[src/rtl/pure_pursuit_steering_unit_macros.svh]
// Assertion macros for the top-level RTL file
`ifndef PURE_PURSUIT_STEERING_UNIT_MACROS_SVH
`define PURE_PURSUIT_STEERING_UNIT_MACROS_SVH

// same-cycle implication, sampled on clk, off while arst_n is low
`define PPSU_ASSERT_NOW(lbl, ante, cons, msg) \
	lbl: assert property (@(posedge clk) disable iff (!arst_n) (ante) |-> (cons)) \
		else $error(msg);

// next-cycle implication
`define PPSU_ASSERT_NEXT(lbl, ante, cons, msg) \
	lbl: assert property (@(posedge clk) disable iff (!arst_n) (ante) |=> (cons)) \
		else $error(msg);

`endif

[src/rtl/ppsu_pkg.sv]
`default_nettype none
package ppsu_pkg;

	// path store
	localparam int PPSU_PATH_DEPTH = 1024;

	// field widths
	localparam int POS_W   = 20;
	localparam int HD_W    = 16;
	localparam int STEER_W = 15;
	localparam int SPD_W   = 12;
	localparam int GOAL_W  = 10;

	// configuration register widths
	localparam int WB_W    = 12;
	localparam int LA_W    = 14;
	localparam int RATIO_W = 16;
	localparam int MAXS_W  = 14;
	localparam int WIN_W   = 10;

	// APB
	localparam int APB_AW = 5;
	localparam int APB_DW = 32;
	localparam logic [2:0] REG_WHEELBASE = 3'd0;
	localparam logic [2:0] REG_LOOKAHEAD = 3'd1;
	localparam logic [2:0] REG_SET_SPEED = 3'd2;
	localparam logic [2:0] REG_MIN_RATIO = 3'd3;
	localparam logic [2:0] REG_MAX_STEER = 3'd4;
	localparam logic [2:0] REG_WINDOW    = 3'd5;

	// CORDIC datapath
	localparam int CORDIC_STEPS = 16;
	localparam int STEP_W       = 4;
	localparam int XW           = 60;
	localparam int ZW           = 26;
	localparam int KINV_Q16     = 39797;

	// speed divider
	localparam int DIV_NW = 31;
	localparam int SPEED_FLOOR = 26;

	typedef struct packed {
		logic start;
		logic vec;	// 1: vectoring (drive y to zero), 0: rotation
	} cordic_ctl_t;

	// arctan(2^-i), 2^24 per turn
	function automatic logic signed [ZW-1:0] cordic_atan(input logic [STEP_W-1:0] i);
		logic signed [ZW-1:0] a;
		case (i)
			4'd0:    a = 26'sd2097152;
			4'd1:    a = 26'sd1238021;
			4'd2:    a = 26'sd654136;
			4'd3:    a = 26'sd332050;
			4'd4:    a = 26'sd166669;
			4'd5:    a = 26'sd83416;
			4'd6:    a = 26'sd41718;
			4'd7:    a = 26'sd20860;
			4'd8:    a = 26'sd10430;
			4'd9:    a = 26'sd5215;
			4'd10:   a = 26'sd2608;
			4'd11:   a = 26'sd1304;
			4'd12:   a = 26'sd652;
			4'd13:   a = 26'sd326;
			4'd14:   a = 26'sd163;
			4'd15:   a = 26'sd81;
			default: a = '0;
		endcase
		return a;
	endfunction

endpackage
`default_nettype wire

[src/rtl/ppsu_div.sv]
`default_nettype none
module ppsu_div import ppsu_pkg::*; (
	input  wire logic              clk,
	input  wire logic              arst_n,
	input  wire logic              start,
	input  wire logic [DIV_NW-1:0] dividend,
	input  wire logic [MAXS_W-1:0] divisor,
	output logic                   done,
	output logic [DIV_NW-1:0]      quotient
);
	localparam int CNT_W = $clog2(DIV_NW + 1);

	logic [MAXS_W-1:0] rem_q, div_q;
	logic [DIV_NW-1:0] quo_q;
	logic [CNT_W-1:0]  cnt_q;
	logic              run_q, done_q, ge;
	logic [MAXS_W:0]   trial, diff;

	// restoring step: one quotient bit per cycle
	always_comb begin
		trial = {rem_q, quo_q[DIV_NW-1]};
		diff  = trial - {1'b0, div_q};
		ge    = trial >= {1'b0, div_q};
	end

	always_ff @(posedge clk or negedge arst_n) begin
		if (!arst_n) begin
			run_q  <= 1'b0;
			done_q <= 1'b0;
			cnt_q  <= '0;
		end else begin
			done_q <= 1'b0;
			if (start) begin
				run_q <= 1'b1;
				cnt_q <= '0;
			end else if (run_q) begin
				cnt_q <= cnt_q + 1'b1;
				if (cnt_q == CNT_W'(DIV_NW - 1)) begin
					run_q  <= 1'b0;
					done_q <= 1'b1;
				end
			end
		end
	end

	always_ff @(posedge clk) begin
		if (start) begin
			rem_q <= '0;
			quo_q <= dividend;
			div_q <= divisor;
		end else if (run_q) begin
			rem_q <= ge ? diff[MAXS_W-1:0] : trial[MAXS_W-1:0];
			quo_q <= {quo_q[DIV_NW-2:0], ge};
		end
	end

	assign done     = done_q;
	assign quotient = quo_q;
endmodule
`default_nettype wire

[config.mk]
export PLATFORM = sky130hd
export DESIGN_NAME = ppsu_div
export DESIGN_NICKNAME = d
export VERILOG_FILES = /design/src/rtl/pure_pursuit_steering_unit_macros.svh /design/src/rtl/ppsu_pkg.sv /design/src/rtl/ppsu_div.sv
export SDC_FILE = /design/constraint.sdc
export NUM_CORES = 1
export LEC_CHECK = 0
export ABC_AREA = 1
export BUFFER_PORTS_ARGS = -buffer_cell sky130_fd_sc_hd__buf_2
export CAP_MARGIN = 40
export CORE_MARGIN = 2
export CORE_UTILIZATION = 57
export DETAILED_ROUTE_END_ITERATION = 12
export PLACE_DENSITY_LB_ADDON = 0.08
export SLEW_MARGIN = 40
export SYNTH_ARGS = -nofsm -noshare
export SYNTH_HDL_FRONTEND = slang
export SYNTH_SLANG_ARGS = --single-unit
export TNS_END_PERCENT = 100
[constraint.sdc]
create_clock -name clk -period 4.4 [get_ports clk]
set_clock_uncertainty 0.1 [all_clocks]
set_input_delay 0.22 -clock clk [delete_from_list [all_inputs] [get_ports clk]]
set_output_delay 0.22 -clock clk [all_outputs]
set_load 0.01 [all_outputs]
After elaboration in Yosys (flattened, before gate mapping)
Cells that the tools add are included.
{"block": "word_totals", "in_bits": 48, "word_cells": 22, "regBits": 66, "output_inout_bits": 32}
{"block": "op_classes", "magnitude_cmp": 1, "muxes": 11, "reduce_logical": 1, "add_sub_neg": 2, "n_eq_ne": 1}
{"cell": "2-to-1 mux 31 bit", "n": 2}
{"cell": ">= comparator 15 x 14 -> 1 bit", "n": 1}
{"cell": "2-to-1 mux 14 bit", "n": 1}
{"cell": "subtractor 14 bit", "n": 1}
{"cell": "2-to-1 mux 5 bit", "n": 2}
{"cell": "2-to-1 mux 1 bit", "n": 6}
{"cell": "adder 5 x 1 -> 5 bit, second input constant", "n": 1}
{"cell": "== test 5 bit, second input constant", "n": 1}
{"cell": "nonzero test 2 bit", "n": 1}

Depth between registers and ports, before layout
{"block": "logic_depth", "word_depth": 4, "mapped_depth": 14}

Worst setup path after synthesis
OpenSTA, ideal clock, no wires.
{"block": "synth_path", "path_type": "register to register", "from": "register quo_q[30], in the netlist quotient[30]", "to": "register rem_q[12]", "stages_incl_launch_ff": 13, "setup_slack_ps": 2488, "arrival_ps": 1699, "synth_period_minus_slack_ps": 1912, "n_path_buf": 0, "t_required_ps": 4187, "cell_sequence": "edfxtp_1 inv_1 ha_1 inv_1 fa_1 nand2_1 nand3_1 nand2_1 nand3_1 nand2_1 nand3_2 nand3_1 nand2_1"}
{"block": "synth_between", "elab_chain_cells": 2}
{"element": "start: declaration", "line": "ppsu_div.sv:14", "source": "logic [DIV_NW-1:0] quo_q;"}
{"element": "start signal: assignment", "line": "ppsu_div.sv:49", "source": "quo_q <= dividend;"}
{"element": "start signal: assignment", "line": "ppsu_div.sv:53", "source": "quo_q <= {quo_q[DIV_NW-2:0], ge};"}
{"element": "subtractor 14 bit / >= comparator 15 x 14 -> 1 bit (equally long branches)", "line": "ppsu_div.sv:22, ppsu_div.sv:23"}
{"element": "2-to-1 mux 14 bit *", "line": "ppsu_div.sv:52", "source": "rem_q <= ge ? diff[MAXS_W-1:0] : trial[MAXS_W-1:0];"}
{"element": "end signal: assignment", "line": "ppsu_div.sv:52"}
{"element": "end: declaration", "line": "ppsu_div.sv:13", "source": "logic [MAXS_W-1:0] rem_q, div_q;"}
Mark *: on every way between the ends. The rest lies on a longest branch, timed or not.
A chain may end at the register's enable or synchronous reset.

Worst setup path in the final report
{"block": "layout_path", "from": "register div_q[2]", "to": "register rem_q[13]"}
{"block": "layout_between", "elab_chain_cells": 2}
{"element": "start: declaration", "line": "ppsu_div.sv:13"}
{"element": "start signal: assignment", "line": "ppsu_div.sv:50", "source": "div_q <= divisor;"}
{"element": "subtractor 14 bit / >= comparator 15 x 14 -> 1 bit (equally long branches)", "line": "ppsu_div.sv:22, ppsu_div.sv:23"}
{"element": "2-to-1 mux 14 bit *", "line": "ppsu_div.sv:52"}
Marks and branches as above.

==> reports/metrics.cfg <==
[power_and_ir_drop]
p_seq_share_pct=33.6
p_clk_share_pct=27.2
switching_share_pct=36.7
finalPower_mw=2.50
p_int_mw=1.58
ir_drop_uv=293
power.net_switching_mw=0.916
combPwrFrac_pct=39.3
p_leak_nw=2.44
pwr_density_cell_nw_per_um2=542

[layout]
fillers=505
syn2layout_area_growth_pct=22.9
multiInputGateArea_um2=1620
diodes=0
drive_above_1_share_pct=20.5
final_util_pct=72.7
finalInstanceArea_um2=4610
finalNonFillerCells=647
fin_nets=631
seq_area_um2=1810

[grt]
overflow=0
grt.total_usage_pct=24.1
grt_max_degree=49
grt_pass1_wl_um=13800
antenna_found_initial=0
grt_pass1_vias=3091

[timing]
timing.slew.headroom_pct=53.6
hold_viol=0
fin_setup_tns_ns=0
setup_viol=0
hold_ws_ns=0.0465
fmax_mhz=434
post-route-period-util_pct=52.3
post-route-min-period_ns=2.30
rsz0062_at_grt=no
worst_pin_slew_ns=0.695
setup_ws_ns=2.10
maxSlewViolCount=0

[cts]
htreeDepth=3
cts_tree=done
cts_buffers=9
path_clk_slew_ns=0.08
clkLatencyLatePin_ns=0.34
cts_setup_buffers=0
clockBufferDepth=2
cts_resized=0
clock-sinks=66
cts_root_buffer=clkbuf_8

[detailed_routing]
vias=3217
drtIter0Drc=146
antenna_left=0
drt_first_pass_iters=5
drc=0
wl_per_cell_um=12.6
wl_um=8150
vias_per_cell=4.97

[flow_run]
maxCapViolations=0

[logic_synthesis]
synth.yosys.seq_area_share_pct=48.1
syn_avg_cell_area_um2=8.00
yosysTopAreaCellShare_pct=36.0
syn_area_um2=3750
synth_top_area_cell=edfxtp_1
synth_nets=535
synth_cell_type_count=32
synth.area.top_cells=edfxtp_1, nand2_1, dfxtp_1, inv_1, ha_1
yosys_warnings=0
ys_ff_latch=66
syn-instance-count=469

[worst_hold_path]
min_path_type=input port to flop

[status]
outcome=finished, final reports clean

[die]
die_width_um=85.1
core.rowCount=29
die_h_um=85.1
ioPinCount=80
initial_utilization_pct=59.1
floorplan.die_area_um2=7250
core_um2=6350

[worst_setup_path]
cp_max_fo=14
rrSetupSlack_ns=2.10
end_kind=flop
path_class=flop to flop
crit_required_ns=4.53
start_kind=flop
crit_arrival_ns=2.43

[placement]
pre_cts_ws_ns=2.14
place_area_um2=4200
numPortBuffers=79
place_hpwl_um=5740
gp_congestion=0.949
placed_cells=616

==> worst paths after layout <==
path | startpoint | end | cells after the start
setup / recovery | div_q[2]$_DFFE_PP_ | rem_q[13]$_SDFFE_PP0P_ | 14
hold / removal | dividend[11] | quotient[11]$_DFFE_PP_ | 3
setup reg to reg | div_q[2]$_DFFE_PP_ | rem_q[13]$_SDFFE_PP0P_ | 14
hold reg to reg | rem_q[9]$_SDFFE_PP0P_ | rem_q[9]$_SDFFE_PP0P_ | 2
max in group asynchronous | arst_n | cnt_q[1]$_DFFE_PN0P_ | 2
min in group asynchronous | arst_n | cnt_q[3]$_DFFE_PN0P_ | 2
==> synthesized netlist by cell type <==
library cell	count
a21o_1	1
a21oi_1	9
a21oi_2	1
a31oi_1	1
and2_1	2
buf_2	1
buf_6	2
buf_8	1
clkbuf_1	8
clkinv_1	2
dfrtp_1	7
dfxtp_1	14
edfxtp_1	45
fa_1	1
ha_1	17
inv_1	64
inv_2	2
nand2_1	198
nand2_2	4
nand3_1	31
nand3_2	7
nand3_4	1
nand3b_1	8
nand4_1	6
nor2_1	18
nor2_2	2
nor3_1	1
nor3_4	1
o21ai_0	7
o31ai_1	1
xnor2_1	5
xor2_1	1
==> registers in the layout (all words and copies together), names as in the netlist <==
| name | count |
|---|---|
| run_q | 1 |
| cnt_q | 5 |
| done | 1 |
| rem_q | 14 |
| div_q | 14 |
| quotient | 31 |
==> worst max-delay path: stages (launching register included) <==
cell and delay, ns:
edfxtp_1 0.34, inv_1 0.05, ha_1 0.36, nand2_1 0.12, inv_1 0.06, nand2_1 0.06
nor2_1 0.05, nand2_1 0.06, nand2_1 0.05, nor2_2 0.53, nand3_1 0.16, nand2_1 0.11
inv_1 0.04, nand2_1 0.05, nand2_1 0.05
==> layout by cell type (no fill, tap or decap), drive strengths merged <==
| cell | instances |
|---|---|
| edfxtp | 45 |
| nor2 | 20 |
| a21o | 1 |
| xor2 | 1 |
| o31ai | 1 |
| nor3 | 2 |
| a31oi | 1 |
| a21oi | 10 |
| fa | 1 |
| nand3b | 8 |
| ha | 17 |
| dlygate4sd3 | 15 |
| nand4 | 6 |
| and2 | 2 |
| clkbuf | 9 |
| dfrtp | 7 |
| clkinv | 5 |
| xnor2 | 5 |
| buf | 82 |
| dfxtp | 14 |
| bufinv | 4 |
| inv | 66 |
| nand3 | 39 |
| nand2 | 202 |
| o21ai | 7 |
==> power by group through the flow <==
stage / Clock, mW / Sequential [mW] / Combinational, mW
floorplan: 0 / 0.851 / 0.774
global placement: 0 / 0.849 / 0.944
detailed placement: 0 / 0.851 / 0.966
CTS: 0.689 / 0.839 / 0.983
global route: 0.710 / 0.854 / 1.12
finish: 0.679 / 0.839 / 0.981
==> area by class of cell <==
class	count	area share, %
clock buffer	9	2.69
tap	77	2.09
multi-input combinational	323	35.1
timing repair buffer	97	12.3
sequential	66	39.2
clock inverter	7	3.06
inverter	68	5.56
==> kinds of logic (layout without fill, tap and decap cells) <==
family	count (synthesis)	count (layout)	synth area share, %
xor+xnor	6	6	1.40
fa+ha+maj	18	18	6.20
buf+inv	80	181	8.74
flops	66	66	48.1
compound gates	20	20	2.93
simple gates	279	279	32.6
==> timing repair <==
item,4_1_cts,5_1_grt
setup endpoints to repair,0,0
hold endpoints to repair,21,0
hold buffers,15,0
==> routing by layer <==
layer	GRT usage (%)	part of all wire (%)
met4	9.52	1.2
met5	0	0
met3	5.93	6.3
met1	32.2	46
met2	37.8	46
Power figures use the tool's default switching activity.
