## config.mk

```make
export PLATFORM = sky130hd
export DESIGN_NAME = ppsu_cordic
export DESIGN_NICKNAME = d
export VERILOG_FILES = /design/src/rtl/pure_pursuit_steering_unit_macros.svh /design/src/rtl/ppsu_pkg.sv /design/src/rtl/ppsu_cordic.sv
export SDC_FILE = /design/constraint.sdc
export NUM_CORES = 1
export LEC_CHECK = 0
export BUFFER_PORTS_ARGS = -buffer_cell sky130_fd_sc_hd__buf_2
export CORE_MARGIN = 8
export CORE_UTILIZATION = 37
export CTS_CLUSTER_DIAMETER = 40
export DETAILED_ROUTE_END_ITERATION = 8
export GPL_TIMING_DRIVEN = 1
export PLACE_DENSITY = 0.64
export SYNTH_ARGS = -nofsm -noshare
export SYNTH_HDL_FRONTEND = slang
export SYNTH_SLANG_ARGS = --single-unit
```

## constraint.sdc

```tcl
create_clock -name clk -period 16.66 [get_ports clk]
set_input_delay 3.332 -clock clk [delete_from_list [all_inputs] [get_ports clk]]
set_output_delay 3.332 -clock clk [all_outputs]
set_load 0.005 [all_outputs]
```

## src/rtl/pure_pursuit_steering_unit_macros.svh

```systemverilog
// Assertion macros for the top-level RTL file
`ifndef PURE_PURSUIT_STEERING_UNIT_MACROS_SVH
`define PURE_PURSUIT_STEERING_UNIT_MACROS_SVH

// same-cycle implication, sampled on clk, off while arst_n is low
`define PPSU_ASSERT_NOW(lbl, ante, cons, msg) \
	lbl: assert property (@(posedge clk) disable iff (!arst_n) (ante) |-> (cons)) \
		else $error(msg);

// next-cycle implication
`define PPSU_ASSERT_NEXT(lbl, ante, cons, msg) \
	lbl: assert property (@(posedge clk) disable iff (!arst_n) (ante) |=> (cons)) \
		else $error(msg);

`endif

```

## src/rtl/ppsu_pkg.sv

```systemverilog
`default_nettype none
package ppsu_pkg;

	// path store
	localparam int PPSU_PATH_DEPTH = 1024;

	// field widths
	localparam int POS_W   = 20;
	localparam int HD_W    = 16;
	localparam int STEER_W = 15;
	localparam int SPD_W   = 12;
	localparam int GOAL_W  = 10;

	// configuration register widths
	localparam int WB_W    = 12;
	localparam int LA_W    = 14;
	localparam int RATIO_W = 16;
	localparam int MAXS_W  = 14;
	localparam int WIN_W   = 10;

	// APB
	localparam int APB_AW = 5;
	localparam int APB_DW = 32;
	localparam logic [2:0] REG_WHEELBASE = 3'd0;
	localparam logic [2:0] REG_LOOKAHEAD = 3'd1;
	localparam logic [2:0] REG_SET_SPEED = 3'd2;
	localparam logic [2:0] REG_MIN_RATIO = 3'd3;
	localparam logic [2:0] REG_MAX_STEER = 3'd4;
	localparam logic [2:0] REG_WINDOW    = 3'd5;

	// CORDIC datapath
	localparam int CORDIC_STEPS = 16;
	localparam int STEP_W       = 4;
	localparam int XW           = 60;
	localparam int ZW           = 26;
	localparam int KINV_Q16     = 39797;

	// speed divider
	localparam int DIV_NW = 31;
	localparam int SPEED_FLOOR = 26;

	typedef struct packed {
		logic start;
		logic vec;	// 1: vectoring (drive y to zero), 0: rotation
	} cordic_ctl_t;

	// arctan(2^-i), 2^24 per turn
	function automatic logic signed [ZW-1:0] cordic_atan(input logic [STEP_W-1:0] i);
		logic signed [ZW-1:0] a;
		case (i)
			4'd0:    a = 26'sd2097152;
			4'd1:    a = 26'sd1238021;
			4'd2:    a = 26'sd654136;
			4'd3:    a = 26'sd332050;
			4'd4:    a = 26'sd166669;
			4'd5:    a = 26'sd83416;
			4'd6:    a = 26'sd41718;
			4'd7:    a = 26'sd20860;
			4'd8:    a = 26'sd10430;
			4'd9:    a = 26'sd5215;
			4'd10:   a = 26'sd2608;
			4'd11:   a = 26'sd1304;
			4'd12:   a = 26'sd652;
			4'd13:   a = 26'sd326;
			4'd14:   a = 26'sd163;
			4'd15:   a = 26'sd81;
			default: a = '0;
		endcase
		return a;
	endfunction

endpackage
`default_nettype wire

```

## src/rtl/ppsu_cordic.sv

```systemverilog
`default_nettype none
module ppsu_cordic import ppsu_pkg::*; (
	input  wire logic                 clk,
	input  wire logic                 arst_n,
	input  wire cordic_ctl_t          ctl,
	input  wire logic signed [XW-1:0] x0,
	input  wire logic signed [XW-1:0] y0,
	input  wire logic signed [ZW-1:0] z0,
	output logic                      done,
	output logic signed [XW-1:0]      x,
	output logic signed [XW-1:0]      y,
	output logic signed [ZW-1:0]      z
);
	logic signed [XW-1:0] x_q, y_q, xs, ys;
	logic signed [ZW-1:0] z_q, a;
	logic [STEP_W-1:0]    step_q;
	logic                 run_q, done_q, vec_q, sigma;

	// one micro-rotation per cycle
	always_comb begin
		xs    = x_q >>> step_q;
		ys    = y_q >>> step_q;
		a     = cordic_atan(step_q);
		sigma = vec_q ? y_q[XW-1] : !z_q[ZW-1];
	end

	always_ff @(posedge clk or negedge arst_n) begin
		if (!arst_n) begin
			run_q  <= 1'b0;
			done_q <= 1'b0;
			step_q <= '0;
		end else begin
			done_q <= 1'b0;
			if (ctl.start) begin
				run_q  <= 1'b1;
				step_q <= '0;
			end else if (run_q) begin
				step_q <= step_q + 1'b1;
				if (step_q == STEP_W'(CORDIC_STEPS - 1)) begin
					run_q  <= 1'b0;
					done_q <= 1'b1;
				end
			end
		end
	end

	// datapath
	always_ff @(posedge clk) begin
		if (ctl.start) begin
			x_q   <= x0;
			y_q   <= y0;
			z_q   <= z0;
			vec_q <= ctl.vec;
		end else if (run_q) begin
			if (sigma) begin
				x_q <= x_q - ys;
				y_q <= y_q + xs;
				z_q <= z_q - a;
			end else begin
				x_q <= x_q + ys;
				y_q <= y_q - xs;
				z_q <= z_q + a;
			end
		end
	end

	assign done = done_q;
	assign x    = x_q;
	assign y    = y_q;
	assign z    = z_q;
endmodule
`default_nettype wire

```

Word level (Yosys, flattened, before mapping):

Memory sizes are Yosys's and may differ from the RTL's.
Cells that the tools add are included.

* word-level logic and storage cells: 38
* bits of input ports: 150
* ROM bits: 352
* memories: 1
* flip-flop bits (word level): 153
* output and inout port bits: 147

Memories
* (name not given): words 16, width 22, rd ports 1, clocked after memory_dff 0, wr ports 0, line ppsu_pkg.sv:50 `case (i)`

* add/subtract/negate cells: 7
* muxes and demuxes: 18
* reduce and logical (&&, ||, !) cells: 2
* equal/unequal tests: 1
* shift-type cells: 2

Operators with widths (count)
* 60-bit 2-to-1 mux: 6
* 60-bit adder: 2
* 60-bit by 4-bit >>> shifter with 60-bit output: 2
* 60-bit subtractor: 2
* 26-bit 2-to-1 mux: 3
* 26-bit adder: 1
* 26-bit subtractor: 1
* 4-bit 2-to-1 mux: 2
* 1-bit 2-to-1 mux: 7
* 4-bit by 1-bit adder with 4-bit output (second input constant): 1
* 4-bit equality test (second input constant): 1
* 2-bit nonzero test: 1
* 1-bit zero test: 1

Logic depth before layout (Yosys ltp):

* depth in word-level cells: 5
* gate-level depth with buffers: 30
* gate-level depth less buffers: 24

Worst setup path after synthesis:

Ideal clock, no wire load.

* path type: flip-flop to flip-flop
* start: register step_q[3]
* end: register y_q[56], in the netlist y[56], data pin
* slack: 9.608 ns
* stages on the path, launching flop included: 29
* library setup time: 0.264 ns
* required time: 16.396 ns
* clock period less this slack: 7.052 ns
* arrival: 6.788 ns
* buffers on the path: 8
* path through: dfrtp_1 clkbuf_1 buf_2 buf_4 clkbuf_1 clkbuf_1 clkbuf_1 clkbuf_1 buf_1 a21o_1 ha_1 or4b_4 and4bb_2 nand2_1 nor2_1 a41oi_1 xnor2_1 ha_1 nand3_1 nor3_1 nand4_1 a311oi_1 nor3_1 a21o_1 a2111oi_0 o31ai_1 a31oi_1 or4_1 nand3_1

* cells in the longest elaborated chain, start to end: 5
* elaborated cells on any way between the ends: 6
* those cells by class: 2 x add/sub; 1 x shift; 3 x mux

Ends and longest elaborated chain
* start: declaration: line ppsu_cordic.sv:16 `logic [STEP_W-1:0] step_q;`
* start signal: assignment: line ppsu_cordic.sv:38 `step_q <= step_q + 1'b1;`
* 60-bit by 4-bit >>> shifter with 60-bit output *: line ppsu_cordic.sv:21 `xs = x_q >>> step_q;`
* 60-bit subtractor or 60-bit adder (tied branches): line ppsu_cordic.sv:61, ppsu_cordic.sv:57
* 60-bit 2-to-1 mux *: line ppsu_cordic.sv:55 `if (sigma) begin`
* 60-bit 2-to-1 mux *: line ppsu_cordic.sv:54 `end else if (run_q) begin`
* 60-bit 2-to-1 mux *: line ppsu_cordic.sv:49 `if (ctl.start) begin`
* end signal: assignment: line ppsu_cordic.sv:51 `y_q <= y0;`
* end signal: assignment: line ppsu_cordic.sv:57 `y_q <= y_q + xs;`
* end signal: assignment: line ppsu_cordic.sv:61 `y_q <= y_q - xs;`
* end: declaration: line ppsu_cordic.sv:14 `logic signed [XW-1:0] x_q, y_q, xs, ys;`

Mark *: on every way between the ends. The rest lies on a longest branch, timed or not. The select of a mux whose other input is x is not followed.
A chain may end at the register's enable or synchronous reset.

Final worst setup path:

* start: register step_q[0]
* end: register y_q[58], in the netlist y[58], data pin

Same word-level chain as after synthesis.

==> impl_results.md <==
* Clock latency on the worst-skew pair at 510 ps
* Antenna viol nets, final at 0
* Starting DRC count in detailed routing at 2,214
* Core Area at 65,390 um^2
* Synth Net Count at between 3,000 and 4,000
* Layout Skew at 20.49 ps
* GPL Wtd Cong at around 0.94
* Largest area contributor in the netlist: edfxtp_1
* Syn_area_per_cell at 8.075 um^2
* Period utilization at 0.5095
* Sequential area share after synthesis at 0.1878
* Final Max Slew Viols at 0
* Post-synth EDFFs at 147
* Crit path launch type: flip-flop
* Mapped Cells at 3,010
* Data required, critical path at ~17,000 ps
* I/O Buffers at 296
* Setup Fix Bufs, Post-CTS at 0
* Cts repair resizes at 0
* Vias in the first global route at about 23,000
* Most common cell in the netlist: nand2_1
* Worst EP arrival at 8820 ps
* Initial antenna violation count at 2
* DRC viols at 0
* Die height at 272.3 um
* H-tree levels at 4
* Initial Utilization at 0.3717
* CP endpoint kind: flip-flop
* Post-synth cell types at 99
* Headroom to the max-slew limit at 0.2573
* Setup CP Type: flip-flop to flip-flop
* RSZ-0062 raised after global routing: false
* Synthesized area at 24,300 um^2
* Least-Margin Pin Slew at about 1100 ps
* CP max FO at 69
* I/O pin cnt at 297
* Dpl hpwl at 70.50 mm
* Via count at 24,120
* Setup TNS Final at 0 ps
* Clock root buffer: clkbuf_16
* First-pass GRT wire length at roughly 140 mm
* Vias/cell at 5.972
* Largest net degree at the start of global routing at roughly 100
* Area delta synth->final at 10.22%
* Most common flop cell mapped by yosys: edfxtp_1
* CTS tree: yes
* Routed wire length at around 90 mm
* Sinks on Clock Net at 153
* Clk buf depth at 2
* CTS Buf Count at 17
* Ys Warns at 0
* FF+latch count, synth at 153
* Post-CTS Hold Buffers at 0
* Minimum clock period at 8488 ps
* Full die area at around 74,000 um^2
* Top-area cell type share of the netlist area at 0.1816
* Final setup vio count at 0
* # nets final at between 3,000 and 4,000
* Die width at 272.3 um
* Final Hold Fails at 0
* Post-synth top cells: nand2_1 (497), o21ai_0 (288), a21oi_1 (233)
* Hold Path Class: flip-flop to flip-flop
* Clock slew at reported path FFs at roughly 80 ps
* Final antenna diode count at 0
* Gr usage total at 0.2333
* Top cells by area, synth: edfxtp_1 (18%), mux4_2 (9.4%), ha_1 (8.5%)
* Layout cells sized above 1 at 0.1717
* Synth async-reset ratio at 0.03922
* Average wire per standard cell at 22.23 um
* Drt pass-1 iters at 6
* Fillers at 6,835
* Status: completed
* GRT Residual Overflow at 0
* Fmax at ~0.12 GHz
* Max cap viols at 0
* Rows at 94
==> layout by cell type (no fill, tap or decap), types with 19 or more instances in the layout <==
cell type	synthesis	layout
a211oi_1	23	23
a21o_1	83	83
a21oi_1	233	233
a31oi_1	67	67
and2_1	25	25
and3_1	34	34
buf_2	16	295
buf_4	11	23
edfxtp_1	147	147
ha_1	165	165
inv_1	59	58
mux2_2	39	39
mux2i_1	92	91
mux4_2	101	101
nand2_1	497	497
nand2b_1	33	33
nand3_1	54	54
nand4_1	29	29
nor2_1	174	174
nor2b_1	30	30
nor3_1	74	74
o21a_1	19	19
o21ai_0	288	288
o21bai_1	21	21
o22ai_1	23	23
o31ai_1	20	20
xnor2_1	163	163
xor2_1	99	99
==> layer usage <==
metal | track usage | routed length [um] | up-vias
met5 | 0 | 0 | -
met4 | 0.1012 | 3798 | 0
met3 | 0.04727 | 6713 | 156
met2 | 0.3924 | 42730 | 986
met1 | 0.2876 | 36550 | 11460
li1 | - | - | 11520
==> cells by family after synthesis <==
family / count (synthesis) / share of synthesized area
simple gates: 1017 / 0.1926
xor+xnor: 262 / 0.09441
mux: 246 / 0.1607
flops: 153 / 0.1878
fa+ha+maj: 168 / 0.08741
compound gates: 916 / 0.2317
buf+inv: 248 / 0.04535
==> critical path: stages, from the launching register on <==
cell and delay, ps:
dfrtp_4 820, buf_4 730, buf_4 970, mux4_2 630
mux2i_1 240, nand3_1 120, a211oi_1 440, nand4_1 260
nor3_1 520, a31oi_1 180, xnor2_1 190, ha_1 400
nand3_1 190, nor3_1 350, nand4_1 130, a311oi_1 270
nor3_1 150, a21o_1 220, a2111oi_1 400, buf_4 220
o31ai_1 120, a31oi_1 340, nor4b_1 100, a311oi_1 220
==> final timing paths <==
kind / startpoint / to / slack [ps] / cells after the start
setup / recovery: step_q[0] / y[58] / 8170 / 23
hold / removal: run_q / run_q / 670 / 2
setup reg to reg: step_q[0] / y[58] / 8170 / 23
hold reg to reg: run_q / run_q / 670 / 2
max in group asynchronous: arst_n / step_q[3] / 13830 / 1
min in group asynchronous: arst_n / step_q[1] / 2650 / 1
==> sequential cells by signal (all words and copies together), names as in the netlist <==
signal  flops
x          60
run_q       1
z          26
done        1
vec_q       1
y          60
step_q      4
==> layout make-up <==
type | instances | area (um^2) | area share
clock buffer | 18 | 429.2 | 0.01602
timing repair buffer | 319 | 1664 | 0.06212
clock inverter | 14 | 146.4 | 0.005465
tap | 864 | 1081 | 0.04036
inverter | 62 | 234.0 | 0.008734
sequential | 153 | 4579 | 0.1709
multi-input combinational | 2609 | 18650 | 0.6964
==> through the flow <==
step,instances,hold WS [ps],util,area (um^2),worst slack [ps]
6_report,4039,665.4,0.4097,26790,8172
5_1_grt,4039,683.6,0.4097,26790,7347
4_1_cts,4039,660.7,0.4097,26790,8102
3_5_place_dp,4007,639.5,0.4009,26210,8184
3_3_place_gp,4007,640.2,0.4009,26210,8294
2_1_floorplan,3010,664.7,-,24300,9608
Power is not shown: default switching activity piles up to over one toggle a cycle in this logic, so the estimate is an artifact.
